===== config.mk =====
export PLATFORM = sky130hd
export DESIGN_NAME = ffa_ram
export DESIGN_NICKNAME = d
export VERILOG_FILES = /design/src/ffa_ram.sv
export SDC_FILE = /design/constraint.sdc
export NUM_CORES = 2
export LEC_CHECK = 0
export BUFFER_PORTS_ARGS = -buffer_cell sky130_fd_sc_hd__buf_4
export CAP_MARGIN = 20
export CORE_MARGIN = 10
export CORE_UTILIZATION = 30
export CTS_BUF_LIST = sky130_fd_sc_hd__clkbuf_4 sky130_fd_sc_hd__clkbuf_8 sky130_fd_sc_hd__clkbuf_16
export CTS_CLUSTER_SIZE = 24
export DETAILED_ROUTE_END_ITERATION = 7
export PLACE_DENSITY_LB_ADDON = 0.05
export SLEW_MARGIN = 15
export SYNTH_ARGS = -nofsm -noshare
export SYNTH_HDL_FRONTEND = slang
export SYNTH_SLANG_ARGS = --single-unit

===== constraint.sdc =====
create_clock -name clk -period 3.55 [get_ports clk]
set_clock_uncertainty 0.1 [all_clocks]
set_input_delay 0 -clock clk [delete_from_list [all_inputs] [get_ports clk]]
set_output_delay 0 -clock clk [all_outputs]
set_load 0.02 [all_outputs]

===== src/ffa_ram.sv =====
// Simple dual-port synchronous RAM with registered read data.
`default_nettype none
module ffa_ram #(
    parameter int DEPTH = 64,
    parameter int WIDTH = 35
) (
    input  wire logic                     clk,
    input  wire logic                     we,
    input  wire logic [$clog2(DEPTH)-1:0] waddr,
    input  wire logic [WIDTH-1:0]         wdata,
    input  wire logic [$clog2(DEPTH)-1:0] raddr,
    output logic      [WIDTH-1:0]         rdata
);

    logic [WIDTH-1:0] mem [DEPTH];

    // Write port
    always_ff @(posedge clk)
    begin
        if (we)
        begin
            mem[waddr] <= wdata;
        end
    end

    // Read port, registered read data
    always_ff @(posedge clk)
    begin
        rdata <= mem[raddr];
    end

endmodule
`default_nettype wire


# Yosys cells after proc, flatten, opt, wreduce, memory -nomap -nowiden
# Memory sizes are Yosys's and may differ from the RTL's. A register that Yosys moved wholly into a read port is not among the register bits.
# Cells that the tools add are included.
[op_classes] n_mux=2 n_reduce_logical=0 add_sub_neg=0 bitwise=0 div=0 n_eq_ne=0 mul=0 n_shift=0 n_lt_le_gt_ge=0
[ops] cell="$mux W1" n=2
[totals] reg_bits=0 latchBits=0 memories=1 rom_bits=0 inputBits=49 ramBits=2240
[mem_list] memory="mem" words=64 word_bits=35 rd=1 rd_clocked_by_memory_dff=1 write_ports=1 line_no="15" text="logic [WIDTH-1:0] mem [DEPTH];"

# Depth between registers and ports, before layout
[logic_depth] depth_word=2 depth_mapped=10 ltp_nobuf=5

# Worst setup path after synthesis
# No wires, ideal clock.
[synth_path] path_type="input-to-reg" from="input waddr[3]" to="memory mem[48][0], enable pin" arrival_ns=2.900 setup_time_ns=0.471 cell_stages=4 setup_slack_ns=0.079 path_cell_list="clkbuf_1 -> nor2b_1 -> nand4b_1 -> nor3_1"
[synth_lines] element="start, declared" line_no="9" text="input wire logic [$clog2(DEPTH)-1:0] waddr,"
[synth_lines] element="end, declared" line_no="15"
# No word-level cell before the write port.

==> metrics <==
# Max-Cap Violations 0; depth of the worst register-to-register path 6; class of the tightest hold or removal check input pin to flop; clock edge transition at the registers on the reported setup and hold paths ~60 ps; chip height between 500 and 600 um; post-detailed-placement half-perimeter wirelength about 160000 um; WL/cell between 30 and 40 um; VDD IR-drop max about 0.00035 V; final slew viol count 0; net count of the mapped netlist 3884; fraction of the cycle the final worst path needs 84.8%; post-layout net count 4323; setup repair after global routing missed its margin false; detailed-routed wire length on met2 137000 um; buffer type at the clock tree root sky130_fd_sc_hd__clkbuf_16; I/O pins 84; nature of the critical path startpoint input pin; via density per instance 5.11; number of antenna violations at the first check in global routing 17; aggregate routed wire length approximately 280000 um; peak clock frequency supported by timing 332 MHz; mux share of post-synthesis cell area between 10% and 20%; total design power 60.3 mW; simple-gate share of the synthesized area 2.00%; clk buf depth 4; minimum period implied by the final worst setup slack roughly 3000 ps; highest metal layer used by the detailed router met5; initial standard-cell utilization of the core 30.2%; slew at the pin with the worst max-slew slack about 1000 ps; power density over cell area 584 mW/mm^2; number of distinct library cells after synthesis 38; synthesis-to-layout area growth 19.9%; number of instances in the synthesized netlist between 3000 and 4000; Hold Fails Final Rpt 0; adder and majority gate portion of the synthesized area 0%; insertion delay to the later sink of the worst-skew pair 880 ps; fraction of layout instances using a drive strength above 1 between 30% and 40%; element type at the critical path end flop; critical path data arrival time roughly 3700 ps; commonest register cell after synthesis sky130_fd_sc_hd__edfxtp_1; Worst Setup EP rdata[9]; die area 0.309 mm^2; register area share after synthesis approximately four fifths; pin count of the biggest net entering global routing 70; Register-to-Register Setup Slack between 800 and 900 ps; filler instances about 26000; Clock H-tree levels 5; met3 layer wire length in the routed design roughly 12000 um; total clock buffers created by CTS ~270; global-route wire length before repair 388000 um; final core occ between 30% and 40%; Reg2Reg Launch Point mem[1][9]; number of DRC markers in iteration 0 between 3000 and 4000; area fraction in compound gates after synthesis 2.45%; Yosys Warn Count 0; post-layout worst setup margin between 500 and 600 ps; worst reg2reg endpoint rdata[9]; Placed Cells incl. Taps just under 8000; asr flop ratio synth 0%; global routing usage summed across all routing layers a little under a fifth; Avg Inst Size Synth ~22 um^2; total global routing overflow 0; Critical Setup Path Class input pin to flop; number of input and output port buffers inserted 83; Cell Rows between 150 and 200; register cell area after layout around 0.068 mm^2; leakage 32.4 nW; floorplan die width 556 um; ANT nets after route 0; clk sinks around 2300; Layout Cells excl Fill about 8300; area share of xor/xnor cells in the synthesized design 0%; Max transition margin between 30 and 40%; CTS tree yes; maximum fanout encountered on the critical timing path 36; number of synthesized register bits approximately 2300; cell area after synthesis between 0.08 and 0.09 mm^2; core area between 0.2 and 0.3 mm^2; dominant combinational cell family by area after synthesis multiplexers; run status finished clean; met1 layer wirelength in the final routing about 130000 um; postcts setup bufs 0; weighted congestion at the end of routability-driven global placement between 0.7 and 0.8; via count of the routed design 42200; sum of negative setup slack 0 ps; launching instance or port of the critical path raddr[1]; worst slack at placement roughly 450 ps; DRC violation count after routing 0; number of global-route vias before repair between 40000 and 50000; TritonRoute pass-1 iters 5; footprint of the multi-input gates ~0.018 mm^2; required time of the critical path 4200 ps; EDFF count, synth 2240; final setup fails 0
==> cells in the final DEF (no fill, tap or decap), types with 49 or more instances in the layout <==
| master | count |
|---|---|
| sky130_fd_sc_hd__dlygate4sd3_1 | 57 |
| sky130_fd_sc_hd__clkbuf_4 | 76 |
| sky130_fd_sc_hd__mux2i_1 | 157 |
| sky130_fd_sc_hd__nand3_1 | 66 |
| sky130_fd_sc_hd__mux4_2 | 486 |
| sky130_fd_sc_hd__edfxtp_1 | 2240 |
| sky130_fd_sc_hd__nand2_1 | 74 |
| sky130_fd_sc_hd__nand4_1 | 49 |
| sky130_fd_sc_hd__nor2_4 | 64 |
| sky130_fd_sc_hd__clkbuf_16 | 280 |
| sky130_fd_sc_hd__a22oi_1 | 54 |
| sky130_fd_sc_hd__buf_4 | 220 |
| sky130_fd_sc_hd__buf_12 | 103 |
| sky130_fd_sc_hd__clkinv_1 | 55 |
| sky130_fd_sc_hd__o221ai_1 | 51 |
| sky130_fd_sc_hd__mux2_2 | 65 |
| sky130_fd_sc_hd__o22ai_1 | 87 |
==> state kept, by name, indices dropped and copies added, names as in the netlist <==
register  flops
mem        2240
rdata        35
==> area by class of cell <==
class                      count  area share, %
multi-input combinational   1340           17.0
timing repair buffer         384           4.20
inverter                       1        0.00363
clock inverter               124           1.00
tap                         3762           4.56
sequential                  2275           65.8
clock buffer                 361           7.40
antenna                        8         0.0194
==> power breakdown <==
part,switching (mW),leakage (nW),internal (mW)
combinational,2.01,7.56,1.14
sequential,0.125,20.4,29.8
clock,11.1,4.35,16.1
total,13.3,32.4,47.0
==> Yosys cell counts (10+ instances only) <==
cell	instances	area [um^2]
sky130_fd_sc_hd__o22ai_1	87	544
sky130_fd_sc_hd__o221ai_1	51	447
sky130_fd_sc_hd__buf_2	59	295
sky130_fd_sc_hd__buf_4	33	248
sky130_fd_sc_hd__dfxtp_1	35	701
sky130_fd_sc_hd__a211oi_1	14	105
sky130_fd_sc_hd__nand4_1	49	307
sky130_fd_sc_hd__and3_1	13	81.3
sky130_fd_sc_hd__nor2b_1	23	144
sky130_fd_sc_hd__nor2_1	90	338
sky130_fd_sc_hd__mux4_2	486	10900
sky130_fd_sc_hd__buf_1	10	37.5
sky130_fd_sc_hd__clkbuf_1	104	390
sky130_fd_sc_hd__buf_6	13	146
sky130_fd_sc_hd__a22oi_1	54	405
sky130_fd_sc_hd__nand2_1	75	282
sky130_fd_sc_hd__mux2_2	65	732
sky130_fd_sc_hd__mux2i_1	157	1570
sky130_fd_sc_hd__a221o_1	32	320
sky130_fd_sc_hd__edfxtp_1	2240	67300
sky130_fd_sc_hd__a31oi_1	12	75.1
sky130_fd_sc_hd__nand3_1	66	330
==> through the flow <==
step / cell area [um^2] / hold WS (ps)
finish: 103000 / 87.3
global placement: 94000 / 318
floorplan: 86200 / -1.13
CTS: 103000 / 2.49
detailed placement: 94000 / 323
global route: 103000 / 69.1
==> kinds of logic (layout without fill, tap and decap cells) <==
family | after synthesis | in the layout
mux | 708 | 708
buf+inv | 220 | 870
simple gates | 351 | 351
flops | 2275 | 2275
compound gates | 281 | 281
other cells | 0 | 8
==> per-layer routing <==
layer	vias up	global-route usage (%)
li1	17300	-
met1	23500	25.4
met2	1046	29.7
met3	341	2.57
met4	2	4.00
met5	-	0
==> critical path: stages <==
cell and delay (ps):
sky130_fd_sc_hd__dlygate4sd3_1 560, sky130_fd_sc_hd__buf_8 350, sky130_fd_sc_hd__buf_4 570, sky130_fd_sc_hd__mux4_2 390, sky130_fd_sc_hd__a22oi_1 240, sky130_fd_sc_hd__nand4_1 150, sky130_fd_sc_hd__dlygate4sd3_1 590, sky130_fd_sc_hd__and3_1 180
sky130_fd_sc_hd__dlygate4sd3_1 540
==> worst min-delay path by stage <==
stage,endpoint,cells past startpoint,from,slack [ps]
floorplan,mem[0][0],0,wdata[0],-1
global placement,rdata[15],1,rdata[15],320
detailed placement,rdata[15],1,rdata[15],320
CTS,rdata[19],5,raddr[0],2
global route,rdata[19],5,raddr[0],70
finish,rdata[19],5,raddr[0],90
==> repair_timing <==
item | CTS | global route
hold buffers | 57 | 0
endpoints found under the hold margin | 2665 | 0
gates resized for setup | 0 | 0
(Power assumes the default switching activity.)
