<file path="src/ffa_pkg.sv">
// Shared types and constants for the first-fit allocator core.
`default_nettype none
package ffa_pkg;

    localparam int ADDR_W = 17;
    localparam int LEN_W  = 18;

    localparam logic [LEN_W-1:0] HEAP_RESET = 18'd100000;

    // Request kinds
    localparam logic KIND_ALLOC = 1'b0;
    localparam logic KIND_FREE  = 1'b1;

    // Result status codes
    localparam logic [2:0] ST_ALLOC  = 3'd0;
    localparam logic [2:0] ST_FREED  = 3'd1;
    localparam logic [2:0] ST_NOFIT  = 3'd2;
    localparam logic [2:0] ST_NOADDR = 3'd3;
    localparam logic [2:0] ST_FULL   = 3'd4;

    typedef struct packed {
        logic              kind;
        logic [LEN_W-1:0]  request_bytes;
        logic [ADDR_W-1:0] release_address;
    } in_word_t;

    typedef struct packed {
        logic [2:0]        status;
        logic [ADDR_W-1:0] address;
        logic [LEN_W-1:0]  length;
    } out_word_t;

    // One table entry: a range start and its length
    typedef struct packed {
        logic [ADDR_W-1:0] start;
        logic [LEN_W-1:0]  len;
    } ent_t;

endpackage
`default_nettype wire

</file>
<file path="src/ffa_ctrl.sv">
// Request sequencer: scans and edits the free and used tables, holds the result.
`default_nettype none
module ffa_ctrl #(
    parameter int FREE_SLOTS = 64,
    parameter int USED_SLOTS = 64
) (
    input  wire logic                          clk,
    input  wire logic                          rst_n,
    input  wire logic                          cfg_we,
    input  wire logic [ffa_pkg::LEN_W-1:0]     cfg_wdata,
    input  wire logic                          in_valid,
    output logic                               in_stall,
    input  wire ffa_pkg::in_word_t             in_word,
    output logic                               out_valid,
    input  wire logic                          out_stall,
    output ffa_pkg::out_word_t                 out_word,
    output logic                               f_we,
    output logic [$clog2(FREE_SLOTS)-1:0]      f_waddr,
    output ffa_pkg::ent_t                      f_wdata,
    output logic [$clog2(FREE_SLOTS)-1:0]      f_raddr,
    input  wire ffa_pkg::ent_t                 f_rdata,
    output logic                               u_we,
    output logic [$clog2(USED_SLOTS)-1:0]      u_waddr,
    output ffa_pkg::ent_t                      u_wdata,
    output logic [$clog2(USED_SLOTS)-1:0]      u_raddr,
    input  wire ffa_pkg::ent_t                 u_rdata
);

    localparam int FCNT_W = $clog2(FREE_SLOTS + 1);
    localparam int FIDX_W = $clog2(FREE_SLOTS);
    localparam int UCNT_W = $clog2(USED_SLOTS + 1);
    localparam int UIDX_W = $clog2(USED_SLOTS);
    localparam int AW     = ffa_pkg::ADDR_W;
    localparam int LW     = ffa_pkg::LEN_W;
    localparam logic [32:0] HEAP_LIMIT = 33'(1) << AW;

    typedef enum logic [16:0] {
        S_INIT   = 17'b00000000000000001,
        S_IDLE   = 17'b00000000000000010,
        S_A_RD   = 17'b00000000000000100,
        S_A_CHK  = 17'b00000000000001000,
        S_U_RD   = 17'b00000000000010000,
        S_U_CHK  = 17'b00000000000100000,
        S_F_RD   = 17'b00000000001000000,
        S_F_CHK  = 17'b00000000010000000,
        S_F_DEC  = 17'b00000000100000000,
        S_FSH_RD = 17'b00000001000000000,
        S_FSH_WR = 17'b00000010000000000,
        S_INS_RD = 17'b00000100000000000,
        S_INS_WR = 17'b00001000000000000,
        S_USH_RD = 17'b00010000000000000,
        S_USH_WR = 17'b00100000000000000,
        S_DONE   = 17'b01000000000000000,
        S_SPARE  = 17'b10000000000000000
    } state_t;

    state_t              state_reg, state_next;
    logic [LW-1:0]       heap_reg, heap_next;
    logic [FCNT_W-1:0]   fcount_reg, fcount_next;
    logic [UCNT_W-1:0]   ucount_reg, ucount_next;
    logic [FCNT_W-1:0]   fi_reg, fi_next;
    logic [UCNT_W-1:0]   ui_reg, ui_next;
    logic                op_reg, op_next;
    logic [LW-1:0]       req_reg, req_next;
    logic [AW-1:0]       addr_reg, addr_next;
    logic [LW-1:0]       len_reg, len_next;
    ffa_pkg::ent_t       prev_reg, prev_next;
    ffa_pkg::ent_t       cur_reg, cur_next;
    ffa_pkg::out_word_t  res_reg, res_next;
    logic                oval_reg, oval_next;
    ffa_pkg::out_word_t  oword_reg, oword_next;

    logic [LW-1:0]       sat_heap;
    logic [AW+1:0]       free_end;
    logic [AW+1:0]       prev_end;
    logic                join_lo;
    logic                join_hi;

    assign in_stall  = (state_reg != S_IDLE);
    assign out_valid = oval_reg;
    assign out_word  = oword_reg;

    // Clamp the heap size to the address space
    assign sat_heap = ({15'd0, cfg_wdata} > HEAP_LIMIT) ? HEAP_LIMIT[LW-1:0] : cfg_wdata;

    // Neighbor tests for a freed range
    assign free_end = {2'b00, addr_reg} + {1'b0, len_reg};
    assign prev_end = {2'b00, prev_reg.start} + {1'b0, prev_reg.len};
    assign join_lo  = (fi_reg != '0) && (prev_end == {2'b00, addr_reg});
    assign join_hi  = (fi_reg < fcount_reg) && ({2'b00, cur_reg.start} == free_end);

    // Sequencer next state and table accesses
    always_comb
    begin
        state_next  = state_reg;
        heap_next   = heap_reg;
        fcount_next = fcount_reg;
        ucount_next = ucount_reg;
        fi_next     = fi_reg;
        ui_next     = ui_reg;
        op_next     = op_reg;
        req_next    = req_reg;
        addr_next   = addr_reg;
        len_next    = len_reg;
        prev_next   = prev_reg;
        cur_next    = cur_reg;
        res_next    = res_reg;
        oval_next   = oval_reg;
        oword_next  = oword_reg;
        f_we        = 1'b0;
        f_waddr     = fi_reg[FIDX_W-1:0];
        f_wdata     = f_rdata;
        f_raddr     = fi_reg[FIDX_W-1:0];
        u_we        = 1'b0;
        u_waddr     = ui_reg[UIDX_W-1:0];
        u_wdata     = u_rdata;
        u_raddr     = ui_reg[UIDX_W-1:0];

        // Drop the output word once taken
        if (oval_reg && !out_stall)
        begin
            oval_next = 1'b0;
        end

        case (state_reg)
            S_INIT:
            begin
                f_we          = 1'b1;
                f_waddr       = '0;
                f_wdata.start = '0;
                f_wdata.len   = heap_reg;
                state_next    = S_IDLE;
            end
            S_IDLE:
            begin
                if (in_valid)
                begin
                    op_next   = in_word.kind;
                    req_next  = in_word.request_bytes;
                    addr_next = in_word.release_address;
                    fi_next   = '0;
                    ui_next   = '0;
                    if (in_word.kind == ffa_pkg::KIND_ALLOC)
                    begin
                        res_next = '{ffa_pkg::ST_NOFIT, '0, '0};
                        if (in_word.request_bytes == '0)
                        begin
                            state_next = S_DONE;
                        end
                        else if (ucount_reg >= UCNT_W'(USED_SLOTS))
                        begin
                            res_next.status = ffa_pkg::ST_FULL;
                            state_next      = S_DONE;
                        end
                        else if (fcount_reg == '0)
                        begin
                            state_next = S_DONE;
                        end
                        else
                        begin
                            state_next = S_A_RD;
                        end
                    end
                    else
                    begin
                        res_next = '{ffa_pkg::ST_NOADDR, in_word.release_address, '0};
                        state_next = (ucount_reg == '0) ? S_DONE : S_U_RD;
                    end
                end
            end
            S_A_RD:
            begin
                state_next = S_A_CHK;
            end
            S_A_CHK:
            begin
                if (f_rdata.len >= req_reg)
                begin
                    res_next    = '{ffa_pkg::ST_ALLOC, f_rdata.start, req_reg};
                    u_we        = 1'b1;
                    u_waddr     = ucount_reg[UIDX_W-1:0];
                    u_wdata     = '{f_rdata.start, req_reg};
                    ucount_next = ucount_reg + UCNT_W'(1);
                    if (f_rdata.len > req_reg)
                    begin
                        // Shrink the chunk from its low end
                        f_we          = 1'b1;
                        f_wdata.start = f_rdata.start + req_reg[AW-1:0];
                        f_wdata.len   = f_rdata.len - req_reg;
                        state_next    = S_DONE;
                    end
                    else
                    begin
                        state_next = S_FSH_RD;
                    end
                end
                else if (fi_reg + FCNT_W'(1) < fcount_reg)
                begin
                    fi_next    = fi_reg + FCNT_W'(1);
                    state_next = S_A_RD;
                end
                else
                begin
                    state_next = S_DONE;
                end
            end
            S_U_RD:
            begin
                state_next = S_U_CHK;
            end
            S_U_CHK:
            begin
                if (u_rdata.start == addr_reg)
                begin
                    len_next   = u_rdata.len;
                    fi_next    = '0;
                    state_next = (fcount_reg == '0) ? S_F_DEC : S_F_RD;
                end
                else if (ui_reg + UCNT_W'(1) < ucount_reg)
                begin
                    ui_next    = ui_reg + UCNT_W'(1);
                    state_next = S_U_RD;
                end
                else
                begin
                    state_next = S_DONE;
                end
            end
            S_F_RD:
            begin
                state_next = S_F_CHK;
            end
            S_F_CHK:
            begin
                if (f_rdata.start > addr_reg)
                begin
                    cur_next   = f_rdata;
                    state_next = S_F_DEC;
                end
                else
                begin
                    prev_next  = f_rdata;
                    fi_next    = fi_reg + FCNT_W'(1);
                    state_next = (fi_reg + FCNT_W'(1) < fcount_reg) ? S_F_RD : S_F_DEC;
                end
            end
            S_F_DEC:
            begin
                if (!join_lo && !join_hi && fcount_reg >= FCNT_W'(FREE_SLOTS))
                begin
                    res_next   = '{ffa_pkg::ST_FULL, addr_reg, '0};
                    state_next = S_DONE;
                end
                else
                begin
                    res_next = '{ffa_pkg::ST_FREED, addr_reg, len_reg};
                    if (join_lo)
                    begin
                        // Grow the lower neighbor, also absorbing the upper one when it joins
                        f_we          = 1'b1;
                        f_waddr       = FIDX_W'(fi_reg - FCNT_W'(1));
                        f_wdata.start = prev_reg.start;
                        f_wdata.len   = join_hi ? prev_reg.len + len_reg + cur_reg.len
                                                : prev_reg.len + len_reg;
                        state_next    = join_hi ? S_FSH_RD : S_USH_RD;
                    end
                    else if (join_hi)
                    begin
                        f_we       = 1'b1;
                        f_wdata    = '{addr_reg, len_reg + cur_reg.len};
                        state_next = S_USH_RD;
                    end
                    else
                    begin
                        // Open a slot by moving entries up
                        prev_next.start = '0;
                        fi_next         = fcount_reg;
                        cur_next.start  = AW'(fi_reg);
                        state_next      = S_INS_RD;
                    end
                end
            end
            S_FSH_RD:
            begin
                // Close the gap at fi by moving entries down
                if (fi_reg + FCNT_W'(1) < fcount_reg)
                begin
                    f_raddr    = FIDX_W'(fi_reg + FCNT_W'(1));
                    state_next = S_FSH_WR;
                end
                else
                begin
                    fcount_next = fcount_reg - FCNT_W'(1);
                    state_next  = (op_reg == ffa_pkg::KIND_ALLOC) ? S_DONE : S_USH_RD;
                end
            end
            S_FSH_WR:
            begin
                f_we       = 1'b1;
                fi_next    = fi_reg + FCNT_W'(1);
                state_next = S_FSH_RD;
            end
            S_INS_RD:
            begin
                // cur_reg.start holds the insertion slot here
                if (fi_reg > FCNT_W'(cur_reg.start))
                begin
                    f_raddr    = FIDX_W'(fi_reg - FCNT_W'(1));
                    state_next = S_INS_WR;
                end
                else
                begin
                    f_we        = 1'b1;
                    f_wdata     = '{addr_reg, len_reg};
                    fcount_next = fcount_reg + FCNT_W'(1);
                    state_next  = S_USH_RD;
                end
            end
            S_INS_WR:
            begin
                f_we       = 1'b1;
                fi_next    = fi_reg - FCNT_W'(1);
                state_next = S_INS_RD;
            end
            S_USH_RD:
            begin
                // Remove the used entry at ui by moving entries down
                if (ui_reg + UCNT_W'(1) < ucount_reg)
                begin
                    u_raddr    = UIDX_W'(ui_reg + UCNT_W'(1));
                    state_next = S_USH_WR;
                end
                else
                begin
                    ucount_next = ucount_reg - UCNT_W'(1);
                    state_next  = S_DONE;
                end
            end
            S_USH_WR:
            begin
                u_we       = 1'b1;
                ui_next    = ui_reg + UCNT_W'(1);
                state_next = S_USH_RD;
            end
            S_DONE:
            begin
                // Hand the word over once the output register is free
                if (!oval_reg || !out_stall)
                begin
                    oval_next  = 1'b1;
                    oword_next = res_reg;
                    state_next = S_IDLE;
                end
            end
            default:
            begin
                state_next = S_IDLE;
            end
        endcase

        // Reinitialize the heap on a configuration write
        if (cfg_we)
        begin
            heap_next   = sat_heap;
            fcount_next = (sat_heap != '0) ? FCNT_W'(1) : '0;
            ucount_next = '0;
            state_next  = S_INIT;
        end
    end

    // Control state
    always_ff @(posedge clk or negedge rst_n)
    begin
        if (!rst_n)
        begin
            state_reg  <= S_INIT;
            heap_reg   <= ffa_pkg::HEAP_RESET;
            fcount_reg <= FCNT_W'(1);
            ucount_reg <= '0;
            oval_reg   <= 1'b0;
        end
        else
        begin
            state_reg  <= state_next;
            heap_reg   <= heap_next;
            fcount_reg <= fcount_next;
            ucount_reg <= ucount_next;
            oval_reg   <= oval_next;
        end
    end

    // Working and payload registers
    always_ff @(posedge clk)
    begin
        fi_reg    <= fi_next;
        ui_reg    <= ui_next;
        op_reg    <= op_next;
        req_reg   <= req_next;
        addr_reg  <= addr_next;
        len_reg   <= len_next;
        prev_reg  <= prev_next;
        cur_reg   <= cur_next;
        res_reg   <= res_next;
        oword_reg <= oword_next;
    end

endmodule
`default_nettype wire

</file>
<file path="config.mk">
export PLATFORM = sky130hd
export DESIGN_NAME = ffa_ctrl
export DESIGN_NICKNAME = d
export VERILOG_FILES = /design/src/ffa_pkg.sv /design/src/ffa_ctrl.sv
export SDC_FILE = /design/constraint.sdc
export NUM_CORES = 1
export LEC_CHECK = 0
export ABC_AREA = 1
export BUFFER_PORTS_ARGS = -buffer_cell sky130_fd_sc_hd__buf_2
export CORE_UTILIZATION = 53
export DETAILED_ROUTE_END_ITERATION = 8
export PLACE_DENSITY = 0.84
export SYNTH_ARGS = -nofsm -noshare
export SYNTH_HDL_FRONTEND = slang
export SYNTH_SLANG_ARGS = --single-unit
</file>
<file path="constraint.sdc">
create_clock -name clk -period 6.3 [get_ports clk]
set_input_delay 0.315 -clock clk [delete_from_list [all_inputs] [get_ports clk]]
set_output_delay 0.315 -clock clk [all_outputs]
set_load 0.05 [all_outputs]
</file>
Word level (Yosys, flattened, before mapping)
Index checks and enable logic that the tools add are counted.
{ "totals": {"regBits": 264, "in_bits": 129, "out_inout_bits": 136, "word_cells": 215} }
{ "classes": {"n_addsub": 14, "order_cmp": 10, "eq_ne": 38, "muxes": 96, "bitwise": 1, "reduce_logical": 35} }
{ "op_table": {"columns": ["op", "count"], "rows": [
  ["35-bit 2-to-1 mux", 10],
  ["17-bit one-hot mux with 15 select lines", 1],
  ["17-bit 2-to-1 mux", 13],
  ["16-bit 2-to-1 mux", 11],
  ["38-bit 2-to-1 mux", 4],
  ["35-bit one-hot mux with 4 select lines", 1],
  ["38-bit one-hot mux with 3 select lines", 1],
  ["7-bit 2-to-1 mux", 16],
  ["17-bit one-hot mux with 2 select lines", 2],
  ["18-bit adder", 3],
  ["7-bit one-hot mux with 7 select lines", 1],
  ["6-bit 2-to-1 mux", 8],
  ["14-bit 2-to-1 mux", 3],
  ["17-bit by 18-bit adder with 19-bit output", 2],
  ["18-bit 2-to-1 mux", 2],
  ["7-bit by 1-bit adder with 7-bit output (second input constant)", 4],
  ["7-bit one-hot mux with 2 select lines", 2],
  ["9-bit 2-to-1 mux", 3],
  ["2-bit inequality test (second input constant)", 12],
  ["6-bit one-hot mux with 2 select lines", 2],
  ["7-bit < comparator", 3],
  ["7-bit one-hot mux with 3 select lines", 1],
  ["7-bit by 1-bit subtractor with 7-bit output (second input constant)", 3],
  ["17-bit by 19-bit equality test with 1-bit output", 1],
  ["48 further kinds", 85]
]} }

Depth between registers and ports, before layout
Gate-level depths: netlist (run 1).
{ "depth": {"depth_word": 9, "ltp_mapped": 29, "depth_no_buf": 27} }

Worst setup path before layout (run 1)
Ideal clock, no wire load.
{ "synth_path": {"path_kind": "flip-flop to output port", "start": "register addr_reg[0]", "end": "output f_wdata[28] (netlist name)", "arrival_ns": 4.359, "t_required_ns": 5.985, "slack_ns": 1.626, "stages_incl_launch_ff": 25, "n_path_buf": 3, "cell_sequence": "edfxtp_1 -> ha_1 -> fa_1 -> or2_2 -> nand2_1 -> nand2_1 -> nand2_1 -> nand3_1 -> nor2_1 -> nand3_1 -> nor2_1 -> nand3_1 -> nor2_4 -> nand2_2 -> buf_6 -> buf_6 -> ha_1 -> nand2_1 -> inv_1 -> nor2_1 -> clkbuf_1 -> o21ai_0 -> inv_1 -> nand2_1 -> a21oi_1"} }
{ "synth_lines": {"columns": ["item", "line_no", "source"], "rows": [
  ["from (decl)", "ffa_ctrl.sv:65", "logic [AW-1:0] addr_reg, addr_next;"],
  ["from (signal assigned)", "ffa_ctrl.sv:399", "addr_reg <= addr_next;"],
  ["to (decl)", "ffa_ctrl.sv:19", "output ffa_pkg::ent_t f_wdata,"]
]} }

==> results of run 1 <==
==> metal layers <==
metal	vias to the layer above	track usage, %	wire length (um)
li1	10700	-	-
met1	10500	52.6	32300
met2	1666	62.0	37500
met3	431	10.5	11700
met4	2	26.5	6780
met5	-	0	13
==> repair_timing <==
action / CTS / global route
hold endpoints to repair: 112 / 0
buffers inserted: 0 / 3
setup endpoints to repair: 0 / 1
hold buffers: 72 / 0
==> cells in the final DEF, fill, tap and decap left out, types with 9 or more instances in the layout <==
| cell type | instances |
|---|---|
| a21o_1 | 12 |
| a21oi_1 | 180 |
| a221oi_1 | 11 |
| a31oi_1 | 10 |
| buf_2 | 264 |
| buf_4 | 36 |
| clkbuf_16 | 29 |
| dfrtp_1 | 41 |
| dlygate4sd3_1 | 72 |
| edfxtp_1 | 214 |
| fa_1 | 9 |
| ha_1 | 178 |
| inv_1 | 386 |
| nand2_1 | 746 |
| nand2_2 | 11 |
| nand3_1 | 267 |
| nand3b_1 | 12 |
| nand4_1 | 40 |
| nor2_1 | 206 |
| nor3_1 | 61 |
| nor4_1 | 14 |
| o211ai_1 | 15 |
| o21ai_0 | 162 |
| o21bai_1 | 13 |
| o221ai_1 | 26 |
| o22ai_1 | 32 |
| or2_2 | 10 |
| xnor2_1 | 51 |
| xor2_1 | 83 |
==> final cells by class <==
cell class / count / area (um^2) / share of cell area (%)
Clock buffer: 29 / 726 / 2.82
Clock inverter: 24 / 304 / 1.18
Inverter: 399 / 1500 / 5.83
Multi-Input combinational cell: 2215 / 12500 / 48.8
Sequential cell: 263 / 7660 / 29.8
Tap cell: 532 / 666 / 2.59
Timing Repair Buffer: 372 / 2310 / 8.99
==> worst min-delay path: stages <==
cell and delay, ns:
buf_2 0.09, nand3_1 0.09, o21ai_0 0.08
==> cell families (layout without fill, tap and decap cells) <==
logic type | after synthesis | count (layout)
AO/OA/AOI/OAI | 497 | 497
flip-flops | 263 | 263
AND/OR/NAND/NOR | 1397 | 1397
XOR/XNOR | 134 | 134
buffers and inverters | 469 | 824
adder cells (fa/ha/maj) | 187 | 187
==> stage by stage <==
step | instances | utilization, % | cell area [um^2] | setup slack [ns] | hold slack, ns
floorplan | 2947 | - | 22000 | 1.63 | 0.0194
global placement | 3706 | 58.5 | 23900 | 1.15 | 0.403
detailed placement | 3706 | 58.5 | 23900 | 1.02 | 0.405
CTS | 3831 | 62.8 | 25700 | 0.387 | 0.00156
global route | 3834 | 62.8 | 25700 | 0.117 | 0.0214
finish | 3834 | 62.8 | 25700 | 0.258 | 0.00982
==> where the power goes <==
part	internal, W	total [W]	switching, W	leakage (nW)
Clock	0.00109	0.00188	0.000789	0.488
Sequential	0.00193	0.00196	0.0000336	2.58
Combinational	0.000258	0.000877	0.000619	9.30
==> path summary, 6_finish.rpt <==
kind / from / end / slack [ns] / cells after the start
setup / recovery: prev_reg[0] / f_wdata[31] / 0.26 / 25
max in group asynchronous: rst_n / heap_reg[4] / 5.50 / 3
hold reg to reg: res_reg[14] / out_word[14] / 0.42 / 0
setup reg to reg: prev_reg[0] / res_reg[35] / 1.31 / 22
hold / removal: cfg_wdata[12] / heap_reg[12] / 0.01 / 3
min in group asynchronous: rst_n / state_reg[8] / 0.35 / 3
==> results.yml, run 1 <==
synth:
  syn-num-nets: 3263
  ys_warn_count: 0
  syn-mean-instance-area_um2: 7.48
  synth_compound_area_share_pct: 13.2
  synthTopCellsByArea: "edfxtp_1 29%, nand2_1 13%, ha_1 10%"
  syn_area_um2: 22000
  synth.distinct_cells: 63
  synth_edf_count: 214
  synth-main-ff-cell: "edfxtp_1"
  synthAdderAreaFrac_pct: 10.9
  yosys.area_share.simple_pct: 27.3
  syn_inst: 2947
  synth_top_family_by_area: "simple AND/OR/NAND/NOR gates"
  synthMuxAreaShare_pct: 0
  synth_top_cell_area_share_pct: 29.1
  yosysSeqAreaShare_pct: 34.8
  synth-xor-area-share_pct: 5.32
  synth_most_common_cell: "nand2_1"
  synth_common_cells: "747 x nand2_1, 386 x inv_1, 267 x nand3_1"
  ys_async_sr_fraction_pct: 18.6
  ys_ff_latch: 263
  yosysTopAreaCell: "edfxtp_1"
clocking:
  htreeDepth: 1
  cts_root_buf: "clkbuf_16"
  post_cts_resized: 0
  clock_sinks: 263
  clk_latency_ns: 0.60
  numCtsBuffers: 29
  cts_tree: "done"
  cts_buffer_depth: 3
  clkTransAtPathRegs_ns: 0.06
floorplan:
  start_util_pct: 53.9
  io_pins: 265
  core_area_um2: 40900
  die_w_um: 206
  die_area_um2: 42400
  die_h_um: 206
  core.rowCount: 74
drt:
  drt-initial-drc-count: 2883
  wl_per_cell_um: 23.0
  drcViolationCount: 0
  via_per_inst: 6.07
  detail-route-antenna-nets: 0
  firstDrtPassIters: 8
  wl_um: 88200
  via_count: 23300
worst_setup_path:
  critPathKind: "register to primary output"
  cp.required_ns: 5.98
  critPathArrivalTime_ns: 5.73
  slowest_stage: "fa_1"
  worst_path_largest_cell_delay_ns: 0.54
  cpLargestDelayFamily: "simple AND/OR/NAND/NOR gates"
  cpMostUsedCell: "nor2_1"
  crit_fanout: 14
  crit_buf_inv: 6
  start_kind: "register"
  end_kind: "primary output"
sta:
  maxSlewHeadroom_pct: 8.89
  slew_viol_final: 0
  min_period_over_period_pct: 95.9
  grt_setup_unrepaired: "no"
  finClkSkew_ns: 0.0118
  setup_violations: 0
  hold_violations: 0
  worstMarginPinSlew_ns: 1.36
  fin_crit_ns: 6.04
  fmax_ghz: 0.166
  tns_ns: 0
place:
  port_buffers: 264
  place_hpwl_um: 67400
  place_congestion: 1.08
power:
  powerDensity_nw_per_um2: 184
  power_w: 0.00472
  power_leakage_nw: 12.4
  ir_worst_vdd_v: 0.000200
final_layout:
  final_nets: 3596
  fillers: 3662
  drive_above_1_share_pct: 12.6
  synthToLayoutAreaGrowth_pct: 16.6
  antennaDiodeCount: 0
run_status:
  status: "finished, final reports clean"
run:
  cap_viol_max_count: 0
global_routing:
  grt_pass1_wl_um: 130000
  antenna_found_initial: 1
  grt_max_degree: 56
  first_global_vias: 21700
  grt_usage_pct: 41.3
  grt_overflow_total: 0
min_path:
  hp-class: "input port to register"
(Power assumes the default switching activity.)
==> inputs of run 2 (changes only) <==
Settings changed: ABC_AREA 1 to 0.
Clock period 6.3 ns to 6.48 ns, I/O delays scaled along.
==> results.yml, run 2 <==
run_status:
  status: "finished, final reports clean"
place:
  place_congestion: 1.05
  placed_cell_area_um2: 23100
  port_buffers: 264
  place_hpwl_um: 62500
  place_ws_ns: 0.286
  dp_cells: 2999
power:
  powerDensity_nw_per_um2: 184
  power_leakage_nw: 10.4
  ir_worst_vdd_v: 0.000138
synth:
  synth.distinct_cells: 85
  synthTopCellsByArea: "edfxtp_1 31%, ha_1 11%, dfrtp_1 4.9%"
  synth_compound_area_share_pct: 21.0
  syn-num-nets: 2560
  synthAdderAreaFrac_pct: 11.5
  syn_inst: 2244
  synth_top_cell_area_share_pct: 30.8
  synth_edf_count: 214
  yosysSeqAreaShare_pct: 36.7
  ys_warn_count: 0
  ys_async_sr_fraction_pct: 18.6
  syn-mean-instance-area_um2: 9.30
  synth_common_cells: "214 x edfxtp_1, 203 x nand2_1, 178 x ha_1"
  yosysTopAreaCell: "edfxtp_1"
  ys_ff_latch: 263
  synthMuxAreaShare_pct: 3.61
  synth_most_common_cell: "edfxtp_1"
  syn_area_um2: 20900
  synth_top_family_by_area: "compound AO/OA/AOI/OAI gates"
  yosys.area_share.simple_pct: 16.0
  synth-main-ff-cell: "edfxtp_1"
  synth-xor-area-share_pct: 6.92
drt:
  detail-route-antenna-nets: 0
  met3_length_um: 11300
  drcViolationCount: 0
  firstDrtPassIters: 6
  drt-initial-drc-count: 2782
  highest_layer: "met5"
  via_per_inst: 6.74
  wl_per_cell_um: 27.3
  wl_met2_um: 37300
  via_count: 21000
  wl_um: 85100
  drt-met1-wl_um: 30100
worst_setup_path:
  end_kind: "primary output"
  crit_fanout: 6
  cp.required_ns: 6.16
  start_kind: "register"
  r2r_cells: 14
  critPathKind: "register to primary output"
  regToRegStartpoint: "addr_reg[1]"
  cp-startpoint: "addr_reg[1]"
  critPathArrivalTime_ns: 5.96
global_routing:
  grt_max_degree: 54
  grt_overflow_total: 0
  first_global_vias: 20400
  grt_pass1_wl_um: 125000
  grt_usage_pct: 41.3
  antenna_found_initial: 2
min_path:
  holdPathStages: 1
  hp-class: "input port to register"
  hp-start: "in_word[0]"
final_layout:
  layoutNonFillerInstCount: 3121
  drive_above_1_share_pct: 18.3
  final_nets: 2892
  fin_util_pct: 64.2
  fin_area_um2: 24900
  mostFrequentLayoutCells: "257 x buf_2, 214 x edfxtp_1, 203 x nand2_1"
  layout_commonest_cell: "buf_2"
  synthToLayoutAreaGrowth_pct: 19.1
floorplan:
  start_util_pct: 53.9
  die_w_um: 200
  io_pins: 265
  die_h_um: 200
  die_area_um2: 40200
  core_area_um2: 38700
  core.rowCount: 72
run:
  cap_viol_max_count: 0
sta:
  maxSlewHeadroom_pct: 8.12
  slew_viol_final: 0
  finClkSkew_ns: 0.0282
  hold_violations: 0
  min_period_over_period_pct: 97.0
  grt_setup_unrepaired: "yes"
  fmax_ghz: 0.159
  setup_slack_ns: 0.192
  worstMarginPinSlew_ns: 1.37
  fin_crit_ns: 6.29
  setup_violations: 0
clocking:
  numCtsBuffers: 34
  postCtsSetupBuffers: 0
  cts_root_buf: "clkbuf_16"
  clock_sinks: 263
  htreeDepth: 2
  clk_latency_ns: 0.57
  cts_tree: "done"
  clkTransAtPathRegs_ns: 0.06
  cts_buffer_depth: 3
-- run 2: changes by cell type after synthesis, sizes merged, moves of 26 or more --
cell	before	now
o21a	3	34
nand3	271	44
a21o	12	55
mux2i	0	36
and3	5	40
xor2	83	57
inv	393	130
clkbuf	38	67
mux2	0	35
a21oi	182	141
xnor2	51	108
nand2	758	203
nor2	218	159
-- run 2: cells by family (layout without fill, tap and decap cells) --
family / after synthesis / in the layout
AND/OR/NAND/NOR: 681 / 681
AO/OA/AOI/OAI: 655 / 655
flip-flops: 263 / 263
buffers and inverters: 222 / 579
adder cells (fa/ha/maj): 187 / 187
XOR/XNOR: 165 / 165
multiplexers: 71 / 71
other: 0 / 2
-- run 2: worst paths after layout --
check | to | slack, ns
max in group asynchronous | heap_reg[14] | 5.52
min in group asynchronous | ucount_reg[4] | 0.42
setup / recovery | f_wdata[17] | 0.19
hold reg to reg | out_word[0] | 0.41
hold / removal | addr_reg[0] | 0.02
setup reg to reg | fi_reg[6] | 1.27
-- run 2: timing repair --
action,4_1_cts,5_1_grt
pin swaps,0,2
endpoints found under the setup margin,21,31
hold endpoints to repair,99,0
hold buffers,59,0
resized for setup,5,13
-- run 2: layer usage --
| metal | up-vias | global-route usage [%] |
|---|---|---|
| met3 | 403 | 10.8 |
| met1 | 9898 | 51.8 |
| li1 | 9058 | - |
| met4 | 2 | 25.6 |
| met2 | 1681 | 63.8 |
| met5 | - | 0 |
-- run 2: report_power, final --
group / internal [W] / switching, W / total [W]
Sequential: 0.00187 / 0.0000307 / 0.00190
Combinational: 0.000274 / 0.000531 / 0.000805
Clock: 0.00107 / 0.000795 / 0.00186
Total: 0.00321 / 0.00136 / 0.00457
-- run 2: per-stage QoR --
stage	power [W]	setup TNS [ns]	hold slack, ns
2_1_floorplan	0.00239	0	0.0284
3_3_place_gp	0.00266	0	0.401
3_5_place_dp	0.00268	0	0.405
4_1_cts	0.00453	0	0.00429
5_1_grt	0.00467	-0.0999	0.00369
6_report	0.00457	0	0.0192
-- run 2: cell type report --
class,count,area (um^2)
multi-input cells,1759,12500
diodes,2,5.00
inverters,131,492
flip-flops and latches,263,7660
repair buffers,387,2500
clock inverters,16,123
fillers,3178,13900
clock buffers,45,943
well taps,518,648
-- run 2: worst max-delay path: stages, from the launching register on --
cell	delay, ns
edfxtp_1	0.57
fa_1	0.59
xor2_1	0.16
or4_1	0.47
nor4_1	0.24
nand4_1	0.17
a2111oi_2	0.24
nand4_1	0.16
or4_4	0.58
a21oi_4	0.16
inv_2	0.05
ha_2	0.24
nand3_2	0.13
o221ai_1	0.12
buf_4	0.21
nand2b_1	0.17
o21bai_2	0.38
a211oi_2	0.38
o211ai_1	0.13
buf_2	0.24
